## src/lfupr_pkg.sv

```systemverilog
// shared types and constants for the lfu page replacement block
package lfupr_pkg;

  localparam int unsigned CFG_W       = 5;
  localparam int unsigned PAGE_NUM_W  = 16;
  localparam int unsigned SLOT_W      = 4;
  localparam int unsigned COUNT_OUT_W = 16;
  localparam int unsigned TOTAL_W     = 32;
  localparam int unsigned TIME_W      = 32;

  localparam logic [CFG_W-1:0] FRAMES_IN_USE_RESET = 5'd16;

  typedef enum logic [1:0] {
    ST_IDLE,
    ST_SCAN,
    ST_COMMIT
  } lfupr_state_e;

  // controller to datapath
  typedef struct packed {
    logic start;
    logic scan_en;
    logic commit;
  } lfupr_cmd_t;

  // datapath to controller
  typedef struct packed {
    logic scan_done;
    logic out_free;
  } lfupr_sts_t;

endpackage

```

## src/lfupr_if.sv

```systemverilog
// request, result and configuration channel interfaces
interface lfupr_req_if
  import lfupr_pkg::*;
();
  logic                  valid;
  logic                  ready;
  logic [PAGE_NUM_W-1:0] page_number;

  modport source (output valid, output page_number, input ready);
  modport sink   (input valid, input page_number, output ready);
endinterface

interface lfupr_rsp_if
  import lfupr_pkg::*;
();
  logic                   valid;
  logic                   ready;
  logic                   hit;
  logic [SLOT_W-1:0]      frame_slot;
  logic                   evicted_valid;
  logic [PAGE_NUM_W-1:0]  evicted_page;
  logic [COUNT_OUT_W-1:0] use_count_now;
  logic [TOTAL_W-1:0]     total_hits;
  logic [TOTAL_W-1:0]     total_faults;

  modport source (output valid, output hit, output frame_slot, output evicted_valid,
                  output evicted_page, output use_count_now, output total_hits,
                  output total_faults, input ready);
  modport sink   (input valid, input hit, input frame_slot, input evicted_valid,
                  input evicted_page, input use_count_now, input total_hits,
                  input total_faults, output ready);
endinterface

interface lfupr_cfg_if
  import lfupr_pkg::*;
();
  logic             valid;
  logic             ready;
  logic [CFG_W-1:0] frames_in_use;

  modport source (output valid, output frames_in_use, input ready);
  modport sink   (input valid, input frames_in_use, output ready);
endinterface

```

## src/lfupr_ctrl.sv

```systemverilog
// sequencing state machine: accept, scan frames, commit result
module lfupr_ctrl
  import lfupr_pkg::*;
(
  input  logic       clk_i,
  input  logic       rst_ni,
  input  logic       req_valid_i,
  output logic       req_ready_o,
  input  lfupr_sts_t sts_i,
  output lfupr_cmd_t cmd_o
);

  lfupr_state_e state_q, state_d;

  always_ff @(posedge clk_i or negedge rst_ni) begin
    if (!rst_ni) begin
      state_q <= ST_IDLE;
    end else begin
      state_q <= state_d;
    end
  end

  always_comb begin
    state_d = state_q;
    unique case (state_q)
      ST_IDLE: begin
        if (req_valid_i) state_d = ST_SCAN;
      end
      ST_SCAN: begin
        if (sts_i.scan_done) state_d = ST_COMMIT;
      end
      ST_COMMIT: begin
        if (sts_i.out_free) state_d = ST_IDLE;
      end
      default: state_d = ST_IDLE;
    endcase
  end

  always_comb begin
    req_ready_o   = 1'b0;
    cmd_o.start   = 1'b0;
    cmd_o.scan_en = 1'b0;
    cmd_o.commit  = 1'b0;
    unique case (state_q)
      ST_IDLE: begin
        req_ready_o = 1'b1;
        cmd_o.start = req_valid_i;
      end
      ST_SCAN: begin
        cmd_o.scan_en = 1'b1;
      end
      ST_COMMIT: begin
        cmd_o.commit = sts_i.out_free;
      end
      default: begin
        req_ready_o = 1'b0;
      end
    endcase
  end

endmodule

```

## src/lfupr_dp.sv

```systemverilog
// frame memory, scan/compare pipeline, counters and result register
module lfupr_dp
  import lfupr_pkg::*;
#(
  parameter int unsigned FRAME_COUNT = 16,
  parameter int unsigned PAGE_BITS   = 16,
  parameter int unsigned COUNT_BITS  = 16
) (
  input  logic                   clk_i,
  input  logic                   rst_ni,
  input  lfupr_cmd_t             cmd_i,
  output lfupr_sts_t             sts_o,
  input  logic [PAGE_NUM_W-1:0]  page_number_i,
  input  logic                   cfg_valid_i,
  input  logic [CFG_W-1:0]       cfg_data_i,
  input  logic                   rsp_ready_i,
  output logic                   rsp_valid_o,
  output logic                   hit_o,
  output logic [SLOT_W-1:0]      frame_slot_o,
  output logic                   evicted_valid_o,
  output logic [PAGE_NUM_W-1:0]  evicted_page_o,
  output logic [COUNT_OUT_W-1:0] use_count_now_o,
  output logic [TOTAL_W-1:0]     total_hits_o,
  output logic [TOTAL_W-1:0]     total_faults_o
);

  localparam int unsigned IDX_W  = (FRAME_COUNT > 1) ? $clog2(FRAME_COUNT) : 1;
  localparam int unsigned FILL_W = $clog2(FRAME_COUNT + 1);
  localparam int unsigned CAP_W  = (FILL_W > CFG_W) ? FILL_W : CFG_W;
  localparam logic [CAP_W-1:0] CAP_MAX = CAP_W'(FRAME_COUNT);
  localparam logic [CAP_W-1:0] CAP_MIN = CAP_W'(1);

  typedef struct packed {
    logic [PAGE_BITS-1:0]  tag;
    logic [COUNT_BITS-1:0] cnt;
    logic [TIME_W-1:0]     last_use;
  } entry_t;

  entry_t mem [FRAME_COUNT];

  // control state
  logic [CFG_W-1:0]   frames_in_use_q;
  logic [FILL_W-1:0]  filled_q;
  logic [FILL_W-1:0]  issue_idx_q;
  logic               rd_v_q;
  logic               found_q;
  logic               best_v_q;
  logic               rsp_valid_q;
  logic [TIME_W-1:0]  clock_q;
  logic [TOTAL_W-1:0] hit_total_q;
  logic [TOTAL_W-1:0] fault_total_q;

  // payload
  entry_t                 rdata_q;
  logic [IDX_W-1:0]       rd_idx_q;
  logic [PAGE_BITS-1:0]   page_q;
  logic [IDX_W-1:0]       hit_idx_q;
  logic [COUNT_BITS-1:0]  hit_cnt_q;
  logic [IDX_W-1:0]       best_idx_q;
  logic [PAGE_BITS-1:0]   best_tag_q;
  logic [COUNT_BITS-1:0]  best_cnt_q;
  logic [TIME_W-1:0]      best_time_q;
  logic                   hit_q;
  logic [SLOT_W-1:0]      slot_q;
  logic                   ev_v_q;
  logic [PAGE_NUM_W-1:0]  ev_page_q;
  logic [COUNT_OUT_W-1:0] cnt_out_q;

  logic                      issuing;
  logic                      match;
  logic                      better;
  logic [PAGE_BITS+15:0]     page_wide;
  logic [PAGE_BITS-1:0]      page_in;
  logic [CAP_W-1:0]          fiu_ext;
  logic [CAP_W-1:0]          cap;
  logic                      fill;
  logic [IDX_W-1:0]          slot_idx;
  logic [COUNT_BITS-1:0]     hit_cnt_inc;
  logic [COUNT_BITS-1:0]     new_cnt;
  entry_t                    wentry;
  logic [IDX_W+SLOT_W-1:0]   slot_wide;
  logic [PAGE_BITS+15:0]     ev_wide;
  logic [COUNT_BITS+15:0]    cnt_wide;

  assign page_wide = {{PAGE_BITS{1'b0}}, page_number_i};
  assign page_in   = page_wide[PAGE_BITS-1:0];

  assign issuing = cmd_i.scan_en && (issue_idx_q < filled_q);
  assign match   = rd_v_q && (rdata_q.tag == page_q);
  assign better  = !best_v_q || (rdata_q.cnt < best_cnt_q) ||
                   ((rdata_q.cnt == best_cnt_q) && (rdata_q.last_use < best_time_q));

  // capacity clamped into 1..FRAME_COUNT
  always_comb begin
    fiu_ext = CAP_W'(frames_in_use_q);
    priority if (fiu_ext == '0) begin
      cap = CAP_MIN;
    end else if (fiu_ext > CAP_MAX) begin
      cap = CAP_MAX;
    end else begin
      cap = fiu_ext;
    end
  end

  assign fill        = !found_q && (CAP_W'(filled_q) < cap);
  assign hit_cnt_inc = (hit_cnt_q == '1) ? hit_cnt_q : hit_cnt_q + 1'b1;
  assign new_cnt     = found_q ? hit_cnt_inc : COUNT_BITS'(1);

  always_comb begin
    priority if (found_q) begin
      slot_idx = hit_idx_q;
    end else if (fill) begin
      slot_idx = filled_q[IDX_W-1:0];
    end else begin
      slot_idx = best_idx_q;
    end
  end

  assign wentry.tag      = page_q;
  assign wentry.cnt      = new_cnt;
  assign wentry.last_use = clock_q;

  assign slot_wide = {{SLOT_W{1'b0}}, slot_idx};
  assign ev_wide   = {{16{1'b0}}, best_tag_q};
  assign cnt_wide  = {{16{1'b0}}, new_cnt};

  // frame memory: one write port, one registered read port
  always_ff @(posedge clk_i) begin
    if (cmd_i.commit) mem[slot_idx] <= wentry;
    if (issuing) rdata_q <= mem[issue_idx_q[IDX_W-1:0]];
  end

  always_ff @(posedge clk_i or negedge rst_ni) begin
    if (!rst_ni) begin
      frames_in_use_q <= FRAMES_IN_USE_RESET;
      filled_q        <= '0;
      issue_idx_q     <= '0;
      rd_v_q          <= 1'b0;
      found_q         <= 1'b0;
      best_v_q        <= 1'b0;
      rsp_valid_q     <= 1'b0;
      clock_q         <= '0;
      hit_total_q     <= '0;
      fault_total_q   <= '0;
    end else begin
      if (cfg_valid_i) frames_in_use_q <= cfg_data_i;
      rd_v_q <= issuing;
      if (cmd_i.start) begin
        issue_idx_q <= '0;
        found_q     <= 1'b0;
        best_v_q    <= 1'b0;
      end else begin
        if (issuing) issue_idx_q <= issue_idx_q + 1'b1;
        if (match) found_q <= 1'b1;
        if (rd_v_q) best_v_q <= 1'b1;
      end
      if (cmd_i.commit) begin
        rsp_valid_q <= 1'b1;
        if (fill) filled_q <= filled_q + 1'b1;
        if (clock_q != '1) clock_q <= clock_q + 1'b1;
        if (found_q) begin
          if (hit_total_q != '1) hit_total_q <= hit_total_q + 1'b1;
        end else begin
          if (fault_total_q != '1) fault_total_q <= fault_total_q + 1'b1;
        end
      end else if (rsp_ready_i) begin
        rsp_valid_q <= 1'b0;
      end
    end
  end

  always_ff @(posedge clk_i) begin
    rd_idx_q <= issue_idx_q[IDX_W-1:0];
    if (cmd_i.start) page_q <= page_in;
    if (match && !found_q) begin
      hit_idx_q <= rd_idx_q;
      hit_cnt_q <= rdata_q.cnt;
    end
    if (rd_v_q && better) begin
      best_idx_q  <= rd_idx_q;
      best_tag_q  <= rdata_q.tag;
      best_cnt_q  <= rdata_q.cnt;
      best_time_q <= rdata_q.last_use;
    end
    if (cmd_i.commit) begin
      hit_q     <= found_q;
      slot_q    <= slot_wide[SLOT_W-1:0];
      ev_v_q    <= !found_q && !fill;
      ev_page_q <= (!found_q && !fill) ? ev_wide[PAGE_NUM_W-1:0] : '0;
      cnt_out_q <= cnt_wide[COUNT_OUT_W-1:0];
    end
  end

  assign sts_o.scan_done = (issue_idx_q == filled_q) && !rd_v_q;
  assign sts_o.out_free  = !rsp_valid_q || rsp_ready_i;

  assign rsp_valid_o     = rsp_valid_q;
  assign hit_o           = hit_q;
  assign frame_slot_o    = slot_q;
  assign evicted_valid_o = ev_v_q;
  assign evicted_page_o  = ev_page_q;
  assign use_count_now_o = cnt_out_q;
  assign total_hits_o    = hit_total_q;
  assign total_faults_o  = fault_total_q;

endmodule

```

## src/lfu_page_replacement_top.sv

```systemverilog
// an accepted request scans the filled frames, then commits its result once the output is free;
// the next request is not taken before that commit, and the scan reads one entry per cycle
//   through the single read port of the frame memory
// a new request is taken while the previous result still waits in the output register
// reset (async, active low) empties all frames, clears the time and totals and sets
//   the frame limit to 16; no clearing pass, frame contents are never read before written
module lfu_page_replacement_top
  import lfupr_pkg::*;
#(
  parameter int unsigned FRAME_COUNT = 16,
  parameter int unsigned PAGE_BITS   = 16,
  parameter int unsigned COUNT_BITS  = 16
) (
  input  logic        clk_i,
  input  logic        rst_ni,
  lfupr_req_if.sink   req_i,
  lfupr_rsp_if.source rsp_o,
  lfupr_cfg_if.sink   cfg_i
);

  // command and status bundles between the sequencer and the datapath
  lfupr_cmd_t cmd;
  lfupr_sts_t sts;
  logic       req_ready;

  // frame limit register is always writable; writes must arrive only while idle, the block does not enforce it
  assign cfg_i.ready = 1'b1;
  assign req_i.ready = req_ready;

  // sequencer: idle -> scan every filled frame -> commit when the output is free
  lfupr_ctrl u_ctrl (
    .clk_i       (clk_i),
    .rst_ni      (rst_ni),
    .req_valid_i (req_i.valid),
    .req_ready_o (req_ready),
    .sts_i       (sts),
    .cmd_o       (cmd)
  );

  // datapath: frame memory, hit search and lfu/lru victim search in one pass,
  // saturating counters, output register
  lfupr_dp #(
    .FRAME_COUNT (FRAME_COUNT),
    .PAGE_BITS   (PAGE_BITS),
    .COUNT_BITS  (COUNT_BITS)
  ) u_dp (
    .clk_i           (clk_i),
    .rst_ni          (rst_ni),
    .cmd_i           (cmd),
    .sts_o           (sts),
    .page_number_i   (req_i.page_number),
    .cfg_valid_i     (cfg_i.valid),
    .cfg_data_i      (cfg_i.frames_in_use),
    .rsp_ready_i     (rsp_o.ready),
    .rsp_valid_o     (rsp_o.valid),
    .hit_o           (rsp_o.hit),
    .frame_slot_o    (rsp_o.frame_slot),
    .evicted_valid_o (rsp_o.evicted_valid),
    .evicted_page_o  (rsp_o.evicted_page),
    .use_count_now_o (rsp_o.use_count_now),
    .total_hits_o    (rsp_o.total_hits),
    .total_faults_o  (rsp_o.total_faults)
  );

endmodule

```

## src/flat_wrapper.sv

```systemverilog
// flat-port wrapper written by rule: the top's interface ports become plain ports
module lfu_page_replacement_top_flat import lfupr_pkg::*;
#(
  parameter int unsigned FRAME_COUNT = 16,
  parameter int unsigned PAGE_BITS   = 16,
  parameter int unsigned COUNT_BITS  = 16
)
  (clk_i, rst_ni, req_i_valid, req_i_page_number, req_i_ready, rsp_o_valid, rsp_o_hit, rsp_o_frame_slot, rsp_o_evicted_valid, rsp_o_evicted_page, rsp_o_use_count_now, rsp_o_total_hits, rsp_o_total_faults, rsp_o_ready, cfg_i_valid, cfg_i_frames_in_use, cfg_i_ready);
  lfupr_req_if req_i_i ();
  lfupr_rsp_if rsp_o_i ();
  lfupr_cfg_if cfg_i_i ();
  input  logic clk_i;
  input  logic rst_ni;
  input wire logic [$bits(req_i_i.valid)-1:0] req_i_valid;
  input wire logic [$bits(req_i_i.page_number)-1:0] req_i_page_number;
  output wire logic [$bits(req_i_i.ready)-1:0] req_i_ready;
  output wire logic [$bits(rsp_o_i.valid)-1:0] rsp_o_valid;
  output wire logic [$bits(rsp_o_i.hit)-1:0] rsp_o_hit;
  output wire logic [$bits(rsp_o_i.frame_slot)-1:0] rsp_o_frame_slot;
  output wire logic [$bits(rsp_o_i.evicted_valid)-1:0] rsp_o_evicted_valid;
  output wire logic [$bits(rsp_o_i.evicted_page)-1:0] rsp_o_evicted_page;
  output wire logic [$bits(rsp_o_i.use_count_now)-1:0] rsp_o_use_count_now;
  output wire logic [$bits(rsp_o_i.total_hits)-1:0] rsp_o_total_hits;
  output wire logic [$bits(rsp_o_i.total_faults)-1:0] rsp_o_total_faults;
  input wire logic [$bits(rsp_o_i.ready)-1:0] rsp_o_ready;
  input wire logic [$bits(cfg_i_i.valid)-1:0] cfg_i_valid;
  input wire logic [$bits(cfg_i_i.frames_in_use)-1:0] cfg_i_frames_in_use;
  output wire logic [$bits(cfg_i_i.ready)-1:0] cfg_i_ready;
  assign req_i_i.valid = req_i_valid;
  assign req_i_i.page_number = req_i_page_number;
  assign req_i_ready = req_i_i.ready;
  assign rsp_o_valid = rsp_o_i.valid;
  assign rsp_o_hit = rsp_o_i.hit;
  assign rsp_o_frame_slot = rsp_o_i.frame_slot;
  assign rsp_o_evicted_valid = rsp_o_i.evicted_valid;
  assign rsp_o_evicted_page = rsp_o_i.evicted_page;
  assign rsp_o_use_count_now = rsp_o_i.use_count_now;
  assign rsp_o_total_hits = rsp_o_i.total_hits;
  assign rsp_o_total_faults = rsp_o_i.total_faults;
  assign rsp_o_i.ready = rsp_o_ready;
  assign cfg_i_i.valid = cfg_i_valid;
  assign cfg_i_i.frames_in_use = cfg_i_frames_in_use;
  assign cfg_i_ready = cfg_i_i.ready;
  lfu_page_replacement_top #(.FRAME_COUNT(FRAME_COUNT), .PAGE_BITS(PAGE_BITS), .COUNT_BITS(COUNT_BITS)) u_core (.clk_i(clk_i), .rst_ni(rst_ni), .req_i(req_i_i), .rsp_o(rsp_o_i), .cfg_i(cfg_i_i));
endmodule
```

## config.mk

```make
export PLATFORM = sky130hd
export DESIGN_NAME = lfu_page_replacement_top_flat
export DESIGN_NICKNAME = d
export VERILOG_FILES = /design/src/lfupr_pkg.sv /design/src/lfupr_if.sv /design/src/lfupr_ctrl.sv /design/src/lfupr_dp.sv /design/src/lfu_page_replacement_top.sv /design/src/flat_wrapper.sv
export SDC_FILE = /design/constraint.sdc
export NUM_CORES = 1
export LEC_CHECK = 0
export BUFFER_PORTS_ARGS = -buffer_cell sky130_fd_sc_hd__buf_2
export CORE_MARGIN = 1.5
export CORE_UTILIZATION = 35
export CTS_CLUSTER_DIAMETER = 120
export CTS_CLUSTER_SIZE = 14
export DETAILED_ROUTE_END_ITERATION = 16
export PLACE_DENSITY = 0.57
export SYNTH_ARGS = -nofsm -noshare
export SYNTH_HDL_FRONTEND = slang
export SYNTH_SLANG_ARGS = --single-unit
```

## constraint.sdc

```tcl
create_clock -name clk_i -period 12.8 [get_ports clk_i]
set_input_delay 0.64 -clock clk_i [delete_from_list [all_inputs] [get_ports clk_i]]
set_output_delay 0.64 -clock clk_i [all_outputs]
set_load 0.02 [all_outputs]
```

## Word-level counts from Yosys, hierarchy flattened

Memory sizes are Yosys's and may differ from the RTL's. A register that Yosys moved wholly into a read port is not among the register bits.
Cells that the tools add are included.

- Logic and storage cells: 100
- Memories: 1
- Input bits: 26
- Register bits: 263
- Bits in writable memories: 1024

- $add $sub $neg: 6
- Magnitude comparators: 5
- Muxes and demuxes: 24
- Bitwise logic cells: 1
- Reductions and logical operators: 27
- Eq/ne operators: 12

Memory list:

| name | depth | bits a word | rd ports | clocked after Yosys merged registers in | wr ports | RTL line | source |
|---|---|---|---|---|---|---|---|
| u_core.u_dp.mem | 16 | 64 | 1 | 1 | 1 | lfupr_dp.sv:39 | `entry_t mem [FRAME_COUNT];` |

Operators with widths:

| operator | count |
|---|---|
| adder 32 x 1 -> 32 bit, second input constant | 3 |
| != test 32 bit, second input constant | 3 |
| equality test 16 bit | 2 |
| < comparator 32 bit | 1 |
| 2-to-1 mux 16 bit | 2 |
| 2-to-1 mux 5 bit | 4 |
| adder 16 x 1 -> 16 bit, second input constant | 1 |
| equality test 16 bit, second input constant | 1 |
| < comparator 16 bit | 1 |
| 2-to-1 mux 1 bit | 12 |
| adder 5 x 1 -> 5 bit, second input constant | 2 |
| < comparator 5 bit | 2 |
| AND reduction 3 bit | 3 |
| logical AND 1 bit | 8 |
| 2-to-1 mux 4 bit | 2 |
| nonzero test 2 bit | 4 |
| 2-to-1 mux 2 bit | 3 |
| one-hot mux 2 bit (3 select lines) | 1 |
| equality test 5 bit | 1 |
| > comparator 5 bit, second input constant | 1 |
| zero test 1 bit | 5 |
| zero test 5 bit | 1 |
| != test 2 bit, second input constant | 2 |
| AND reduction 2 bit | 2 |
| 6 further kinds | 8 |

## Longest topological paths before layout

Gate-level depths: netlist of the first run.

- Word-level depth: 7
- Depth in mapped cells: 11
- Gate-level depth less buffers: 10

## By module

A second synthesis of the first run with hierarchy kept.

- Cell total of the unflattened synthesis: 2443
- Area, all modules: 52108.7 um^2

Modules (own cells, without submodules):

| module | times used | cells each | area each (um^2) |
|---|---|---|---|
| lfupr_dp | 1 | 2429 | 51988.6 |
| lfupr_ctrl | 1 | 12 | 108.9 |
| lfu_page_replacement_top | 1 | 2 | 11.3 |

## Worst setup path after synthesis of the first run

No wires, ideal clock.

- Path type: register to register
- Start point: register u_core.u_dp.frames_in_use_q[4], in the netlist u_core.u_dp.fiu_ext[4]
- End point: memory u_core.u_dp.mem[2][0] (netlist bit), enable pin
- Data arrival time: 4.931 ns
- Data required time: 12.313 ns
- Clock period less this slack: 5.418 ns
- Library setup time: 0.487 ns
- Path slack: 7.382 ns
- Cell stages (with the launch flop): 10
- Cell sequence: dfstp_2 inv_1 ha_1 a41o_1 a21oi_1 a21oi_2 clkbuf_2 a221oi_1 or2b_1 nor2_1

- Longest elaborated chain between the ends: 7

Ends and longest elaborated chain:

| element | RTL line | source |
|---|---|---|
| start, declared | lfupr_dp.sv:42 | `logic [CFG_W-1:0] frames_in_use_q;` |
| start signal, assigned | lfupr_dp.sv:146 | `if (cfg_valid_i) frames_in_use_q <= cfg_data_i;` |
| > comparator 5 bit | lfupr_dp.sv:98 | `end else if (fiu_ext > CAP_MAX) begin` |
| 2-to-1 mux 5 bit | lfupr_dp.sv:98 |  |
| 2-to-1 mux 5 bit (*) | lfupr_dp.sv:96 | `priority if (fiu_ext == '0) begin` |
| < comparator 5 bit (*) | lfupr_dp.sv:105 | `assign fill = !found_q && (CAP_W'(filled_q) < cap);` |
| logical AND 1 bit (*) | lfupr_dp.sv:105 |  |
| 2-to-1 mux 4 bit (*) | lfupr_dp.sv:112 | `end else if (fill) begin` |
| 2-to-1 mux 4 bit (*) | lfupr_dp.sv:110 | `priority if (found_q) begin` |
| end, declared | lfupr_dp.sv:39 |  |

Mark *: on every way between the ends. The rest lies on a longest branch, timed or not.

## Final worst setup path of the first run

- Start point: register u_core.u_dp.frames_in_use_q[4], in the netlist u_core.u_dp.fiu_ext[4]
- End point: memory u_core.u_dp.mem[4][11] (netlist bit), enable pin

Same word-level chain as after synthesis.

==> results.json, run 1 <==
{
  "status": "completed",
  "synth_area_leader_cell": "edfxtp_1",
  "start_util_pct": 35.32,
  "syn_area_sq_mm": 0.05221,
  "final_area_sq_mm": 0.05849,
  "rows": 141,
  "critPathLaunchType": "register",
  "timing.fmax_mhz": 190.9,
  "ys_async_sr_fraction_pct": 8.660,
  "yosys-top-cells-area": "edfxtp_1, mux4_2, dfrtp_1",
  "first_global_vias": 25200,
  "clock_latency_ns": 0.72,
  "finalCritPeriodShare_pct": 40.93,
  "grt_max_degree": 118,
  "cts_made_buffers": 106,
  "critPathKind": "register to register",
  "syn_inst": 2451,
  "cp_data_arrival_time_ns": 5.57,
  "ant_nets": 0,
  "cts_sinks": 1351,
  "path_cells": "inv_1 > ha_1 > a41o_1 > a21oi_1 > a21oi_2 > a221oi_1 > nand3_1 > nor2_4 > buf_4",
  "drc": 0,
  "wl_per_cell_microns": 25.58,
  "cp.required_ns": 13.13,
  "post-cts-setup-buffers": 0,
  "p_per_area_mw_per_mm2": 194.7,
  "yosysSeqAreaShare_pct": 76.51,
  "clkSlewWorstSetupHoldPaths_ns": 0.07,
  "endpoint_kind": "register",
  "drt-pass1-iter-count": 7,
  "setup_viol": 0,
  "finalSetupTns_ns": 0,
  "dp_hpwl_microns": 68530,
  "synthesis.nets": 2539,
  "ioPinCount": 131,
  "routabilityCongestion": 0.8351,
  "via_count": 24230,
  "wirelength_microns": 119200,
  "avgViaCountPerCell": 5.202,
  "cts_tree": "built",
  "place_area_sq_mm": 0.05540,
  "ff_latch_area_sq_mm": 0.03996,
  "synth.most_common_cell": "edfxtp_1",
  "multi_input_area_sq_mm": 0.01180,
  "grt_setup_unrepaired": "false",
  "cp_num_buf_inv": 2,
  "yosys-top-cells-count": "edfxtp_1, mux4_2, dfrtp_1",
  "antenna_found_initial": 3,
  "grt_pass1_wl_microns": 175500,
  "syn2layout_area_growth_pct": 12.04,
  "slew_headroom_pct": 17.61,
  "slowest_stage": "a221oi_1",
  "max_stage_delay_ns": 0.98,
  "fp.dieH_microns": 389.2,
  "ys_warn_count": 0,
  "ys_ff_latch": 1351,
  "drive_above_1_share_pct": 24.20,
  "switching_share_pct": 28.68,
  "core_area_sq_mm": 0.1478,
  "root_buffer": "clkbuf_16",
  "maxCapViolCount": 0,
  "min_period_ns": 5.240,
  "port_buffers": 129,
  "grt_use_total_pct": 15.73,
  "h-tree-depth": 3,
  "hold_path.class": "primary input to register",
  "r2r_setup_slack_ns": 7.56,
  "path_delay_family": "compound AO/OA/AOI/OAI gates",
  "syn_area_per_cell_sq_um": 21.30,
  "worst_pin_slew_ns": 1.236,
  "ys.flop_type": "edfxtp_1",
  "p_int_uw": 8123,
  "die_area_sq_mm": 0.1515,
  "fin_nets": 2733,
  "cts.path.max_buffers": 3,
  "reg2reg_from": "u_core.u_dp.fiu_ext[4]$_DFFE_PN1P_",
  "crit_fanout": 46,
  "min_from": "req_i_page_number[1]",
  "die_x_microns": 389.2,
  "grt_overflow": 0,
  "skew_ns": 0.02318,
  "drv_slew": 0,
  "num-fill-cells": 13060,
  "netlist.area_leader.share_pct": 70.74,
  "ys_types": 70,
  "combPwrFrac_pct": 23.6,
  "synth_edf_count": 1230,
  "power_leakage_uw": 0.01915,
  "seq_power_share_pct": 49.4,
  "hold_viol": 0,
  "p_sw_uw": 3267,
  "drt_iter0_markers": 2009,
  "worstSetupStartpoint": "u_core.u_dp.fiu_ext[4]$_DFFE_PN1P_",
  "clockPowerShare_pct": 27.1,
  "ir_drop_v": 0.0001846
}
==> layout make-up <==
| type | instances | share of cell area [%] |
|---|---|---|
| clock inverter | 5 | 0.1241 |
| antenna | 1 | 0.004278 |
| clock buffer | 185 | 5.151 |
| inverter | 68 | 0.4364 |
| timing repair buffer | 171 | 1.673 |
| sequential | 1351 | 68.31 |
| tap | 1930 | 4.128 |
| multi-input combinational | 947 | 20.17 |
==> flip-flops by register name (all words and copies together), names as in the netlist, 32 cells and up <==
name / cells
u_core.u_dp.mem: 1024
u_core.u_dp.rdata_q: 64
u_core.u_dp.best_time_q: 32
u_core.u_dp.clock_q: 32
u_core.u_dp.total_faults_o: 32
u_core.u_dp.total_hits_o: 32
==> power by group through the flow <==
stage / Clock (uW) / Combinational (uW) / Sequential [uW]
after global routing: 3320 / 2910 / 5660
after floorplan: 0 / 1890 / 5610
after global placement: 0 / 2710 / 5710
after CTS: 3170 / 2760 / 5630
final: 3080 / 2680 / 5620
after detailed placement: 0 / 2750 / 5720
==> cells by family after synthesis <==
group                    Yosys count  synth area share, %
AO/OA/AOI/OAI                     73                1.026
AND/OR/NAND/NOR                  360                3.739
flip-flops                      1351                76.51
XOR/XNOR                         121                2.030
adder cells (fa/ha/maj)           62                1.486
other                              1             0.007183
multiplexers                     330                14.01
buffers and inverters            153                1.193
==> worst paths after layout <==
| path | endpoint | cells past startpoint |
|---|---|---|
| max in group asynchronous | u_core.u_dp.clock_q[15]$_DFFE_PN0P_ | 3 |
| worst max-delay path | u_core.u_dp.mem[4][11]$_DFFE_PP_ | 9 |
| worst min-delay path | u_core.u_dp.page_q[1]$_DFFE_PP_ | 1 |
| worst min register to register | u_core.u_dp.best_idx_q[0]$_DFFE_PP_ | 0 |
| worst max register to register | u_core.u_dp.mem[4][11]$_DFFE_PP_ | 9 |
| min in group asynchronous | u_core.u_dp.total_hits_o[9]$_DFFE_PN0P_ | 2 |
==> cells in the final DEF, fill, tap and decap left out, types with 4 or more instances in the layout <==
cell type	synthesis	layout
buf_2	32	128
edfxtp_1	1230	1230
ha_1	62	62
xor2_1	33	33
mux2_2	7	7
clkbuf_16	0	109
a211oi_1	4	4
inv_1	66	66
dfxtp_1	4	4
nand2b_1	6	6
and2_1	31	31
nand3_1	52	52
o21ai_0	15	15
a21oi_1	22	22
mux4_2	320	320
and4_1	12	12
dfrtp_1	116	112
nor2_1	71	48
nand2_1	71	71
nor2b_1	5	5
nor3_1	12	12
buf_4	2	41
xnor2_1	88	88
nor2_4	1	18
and3_1	18	18
nand4_1	53	53
nor4_1	5	5
clkbuf_1	47	76
nor2_2	0	6
dfrtp_4	0	4
==> per-layer routing <==
metal / GRT usage (%) / routed length, microns / up-vias
met3: 2.429 / 5916 / 142
li1: - / - / 10390
met2: 26.32 / 58920 / 643
met5: 0 / 0 / -
met4: 3.381 / 2089 / 0
met1: 21.75 / 52240 / 13060
==> metrics by stage <==
step / hold WS [ns] / cells / util, % / total power (uW) / worst slack [ns]
final: 0.09754 / 4658 / 39.57 / 11390 / 7.560
after global routing: 0.03837 / 4657 / 39.56 / 11890 / 7.224
after CTS: 0.03541 / 4657 / 39.56 / 11560 / 7.330
after detailed placement: 0.4150 / 4466 / 37.47 / 8471 / 7.327
after global placement: 0.4074 / 4466 / 37.47 / 8419 / 7.405
after floorplan: 0.3444 / 2451 / - / 7495 / 7.382
==> timing repair <==
action	CTS	global route
hold endpoints to repair	41	0
gates resized for setup	0	0
hold buffers	1	0
Note: power is estimated with default switching activity, not from simulation.
==> run 2: changes to the inputs <==
--- a/config.mk
+++ b/config.mk
@@ -11,7 +11,7 @@
 export CTS_CLUSTER_DIAMETER = 120
 export CTS_CLUSTER_SIZE = 14
 export DETAILED_ROUTE_END_ITERATION = 16
-export PLACE_DENSITY = 0.57
+export PLACE_DENSITY = 0.58
 export SYNTH_ARGS = -nofsm -noshare
 export SYNTH_HDL_FRONTEND = slang
 export SYNTH_SLANG_ARGS = --single-unit
==> constraint.sdc (replaced) <==
create_clock -name clk_i -period 4.5 [get_ports clk_i]
set_input_delay 0.225 -clock clk_i [delete_from_list [all_inputs] [get_ports clk_i]]
set_output_delay 0.225 -clock clk_i [all_outputs]
set_load 0.02 [all_outputs]
==> run 2 against run 1 <==
  * Sequential share of layout area decreased by 1.3 points
  * Critical path depth grew 1
  * Worst hold slack got worse by 0.074 ns
  * Final cell count increased by 1.3%
  * Via count increased by 1.2%
  * Clock power increased to 2.8 times the previous value
  * Fmax increased by 27%
  * Power grew to 2.9 times the previous value
  * First-iteration DRC count fell by 7.6%
  * Clock-buffer cell count is 16 lower
  * Non-clock buffer count grew 76
  * Register-to-register slack worse by 7.2 ns
  * Critical endpoint is now u_core.u_dp.mem[11][39]$_DFFE_PP_
  * Largest power group unchanged
  * Highest routed layer unchanged
==> results.json, run 2 (synthesized netlist as in run 1, its figures left out) <==
{
  "status": "completed",
  "endpoint": "u_core.u_dp.mem[11][39]$_DFFE_PP_",
  "dp_hpwl_microns": 72290,
  "die_area_sq_mm": 0.1515,
  "timing.fmax_mhz": 242.1,
  "fin_nets": 2810,
  "crit_fanout": 22,
  "cts.path.max_buffers": 3,
  "ir_drop_v": 0.0008203,
  "cts_resized": 0,
  "layout_commonest_cell": "edfxtp_1",
  "wirelength_microns": 117300,
  "reg2reg_depth": 10,
  "core_area_sq_mm": 0.1478,
  "path_cells": "inv_1 > ha_1 > nand4_1 > a211o_1 > a21oi_2 > buf_4 > a221oi_1 > nand2b_1 > nor2_4 > buf_4",
  "endpoint_kind": "register",
  "drc": 0,
  "reg2reg_to": "u_core.u_dp.mem[11][39]$_DFFE_PP_",
  "start_util_pct": 35.32,
  "wl_per_cell_microns": 24.86,
  "h-tree-depth": 3,
  "drive_above_1_share_pct": 25.47,
  "grt_overflow": 0,
  "r2r_setup_slack_ns": 0.37,
  "fp.dieH_microns": 389.2,
  "slowest_stage": "nor2_4",
  "cts_sinks": 1351,
  "hold_viol": 0,
  "drt_iter0_markers": 1856,
  "cp.required_ns": 4.89,
  "critPathKind": "register to register",
  "cp_num_buf_inv": 3,
  "ant_nets": 0,
  "root_buffer": "clkbuf_16",
  "critPathLaunchType": "register",
  "avgViaCountPerCell": 5.200,
  "drv_slew": 0,
  "grt_max_degree": 126,
  "ff_latch_area_sq_mm": 0.03996,
  "cts_made_buffers": 107,
  "clock_latency_ns": 0.72,
  "routabilityCongestion": 0.7994,
  "min_period_ns": 4.130,
  "cp_data_arrival_time_ns": 4.52,
  "cp.depth": 10,
  "worstSetupStartpoint": "u_core.u_dp.fiu_ext[4]$_DFFE_PN1P_",
  "multi_input_area_sq_mm": 0.01179,
  "grt_use_total_pct": 15.48,
  "largest_reg_flops": 1024,
  "setup_viol": 0,
  "worst_path_most_repeated_cell": "buf_4",
  "num-fill-cells": 12870,
  "power_leakage_uw": 0.01951,
  "rows": 141,
  "finalCritPeriodShare_pct": 91.79,
  "syn2layout_area_growth_pct": 14.14,
  "fin_cells": 4718,
  "p_per_area_mw_per_mm2": 549.1,
  "holdWs_ns": 0.02354,
  "slew_headroom_pct": 15.40,
  "maxCapViolCount": 0,
  "cts_tree": "built",
  "grt_setup_unrepaired": "false",
  "skew_ns": 0.02257,
  "grt_pass1_wl_microns": 173300,
  "die_x_microns": 389.2,
  "regMostFlops": "u_core.u_dp.mem",
  "top_regs": "u_core.u_dp.mem (1024), u_core.u_dp.rdata_q (64)",
  "hold_path.class": "primary input to register",
  "drt-pass1-iter-count": 7,
  "antenna_found_initial": 1,
  "final_cell_mix": "edfxtp_1, mux4_2, buf_2, dfrtp_1, clkbuf_16",
  "ioPinCount": 131,
  "max_stage_delay_ns": 0.85,
  "first_global_vias": 25590,
  "dp.cells": 4519,
  "path_delay_family": "simple AND/OR/NAND/NOR gates",
  "clkSlewWorstSetupHoldPaths_ns": 0.07,
  "worst_pin_slew_ns": 1.264,
  "post-cts-setup-buffers": 0,
  "antenna_cells": 0,
  "port_buffers": 129,
  "via_count": 24530,
  "reg2reg_from": "u_core.u_dp.fiu_ext[4]$_DFFE_PN1P_"
}
[run 2: cell types whose count changed in the layout (fill, tap and decap cells not counted), sizes merged]
cell,delta
clkinv,+1
buf,+53
dlygate4sd3,+23
clkbuf,-16
diode,-1
[run 2: power breakdown]
group / total (uW) / internal (uW) / switching (uW)
combinational: 7900 / 3670 / 4240
clock: 8700 / 4480 / 4210
sequential: 16100 / 15200 / 888
total: 32700 / 23400 / 9340
[run 2: worst min-delay path, stage by stage]
cell and delay, ns:
buf_2 0.08, nand2b_1 0.30, nand2_1 0.10
[run 2: how the worst min path moves through the flow]
| stage | cells after the start | from | endpoint | slack (ns) |
|---|---|---|---|---|
| floorplan | 0 | rst_ni | u_core.u_ctrl.state_q[0]$_DFFE_PN0P_ | -0.07 |
| finish | 3 | rsp_o_ready | u_core.u_dp.rsp_valid_o$_DFFE_PN0P_ | 0.02 |
| global placement | 2 | rst_ni | u_core.u_dp.total_faults_o[13]$_DFFE_PN0P_ | 0.36 |
| global route | 3 | rsp_o_ready | u_core.u_dp.rsp_valid_o$_DFFE_PN0P_ | 0.02 |
| detailed placement | 2 | rst_ni | u_core.u_dp.total_faults_o[12]$_DFFE_PN0P_ | 0.36 |
| CTS | 3 | rsp_o_ready | u_core.u_dp.rsp_valid_o$_DFFE_PN0P_ | 0.007 |
[run 2: metal layers]
metal,track usage (%),vias up,share of wire [%]
met3,2.820,122,5.3
li1,-,10530,-
met1,21.72,13200,44
met2,25.05,676,48
met5,0,-,0
met4,3.686,0,1.8
[run 2: metrics by stage]
stage	TNS, ns	instance area (sq um)	setup slack, ns	power, uW	util, %
4_1_cts	0	59590	0.2817	33210	40.31
3_5_place_dp	0	56310	0.3413	24480	38.09
3_3_place_gp	0	56310	0.3915	24290	38.09
6_report	0	59590	0.3696	32720	40.31
5_1_grt	0	59590	0.04572	34150	40.31
2_1_floorplan	-577.63	52230	-0.9135	21290	-
[run 2: cell type report]
class / instances / area share, %
multi-input combinational: 947 / 19.78
clock inverter: 6 / 0.1491
clock buffer: 169 / 4.955
timing repair buffer: 247 / 3.578
tap: 1930 / 4.052
inverter: 68 / 0.4283
sequential: 1351 / 67.06
[run 2: timing repair]
item | 4_1_cts | 5_1_grt
hold buffers | 24 | 0
endpoints found under the setup margin | 0 | 0
endpoints found under the hold margin | 144 | 0
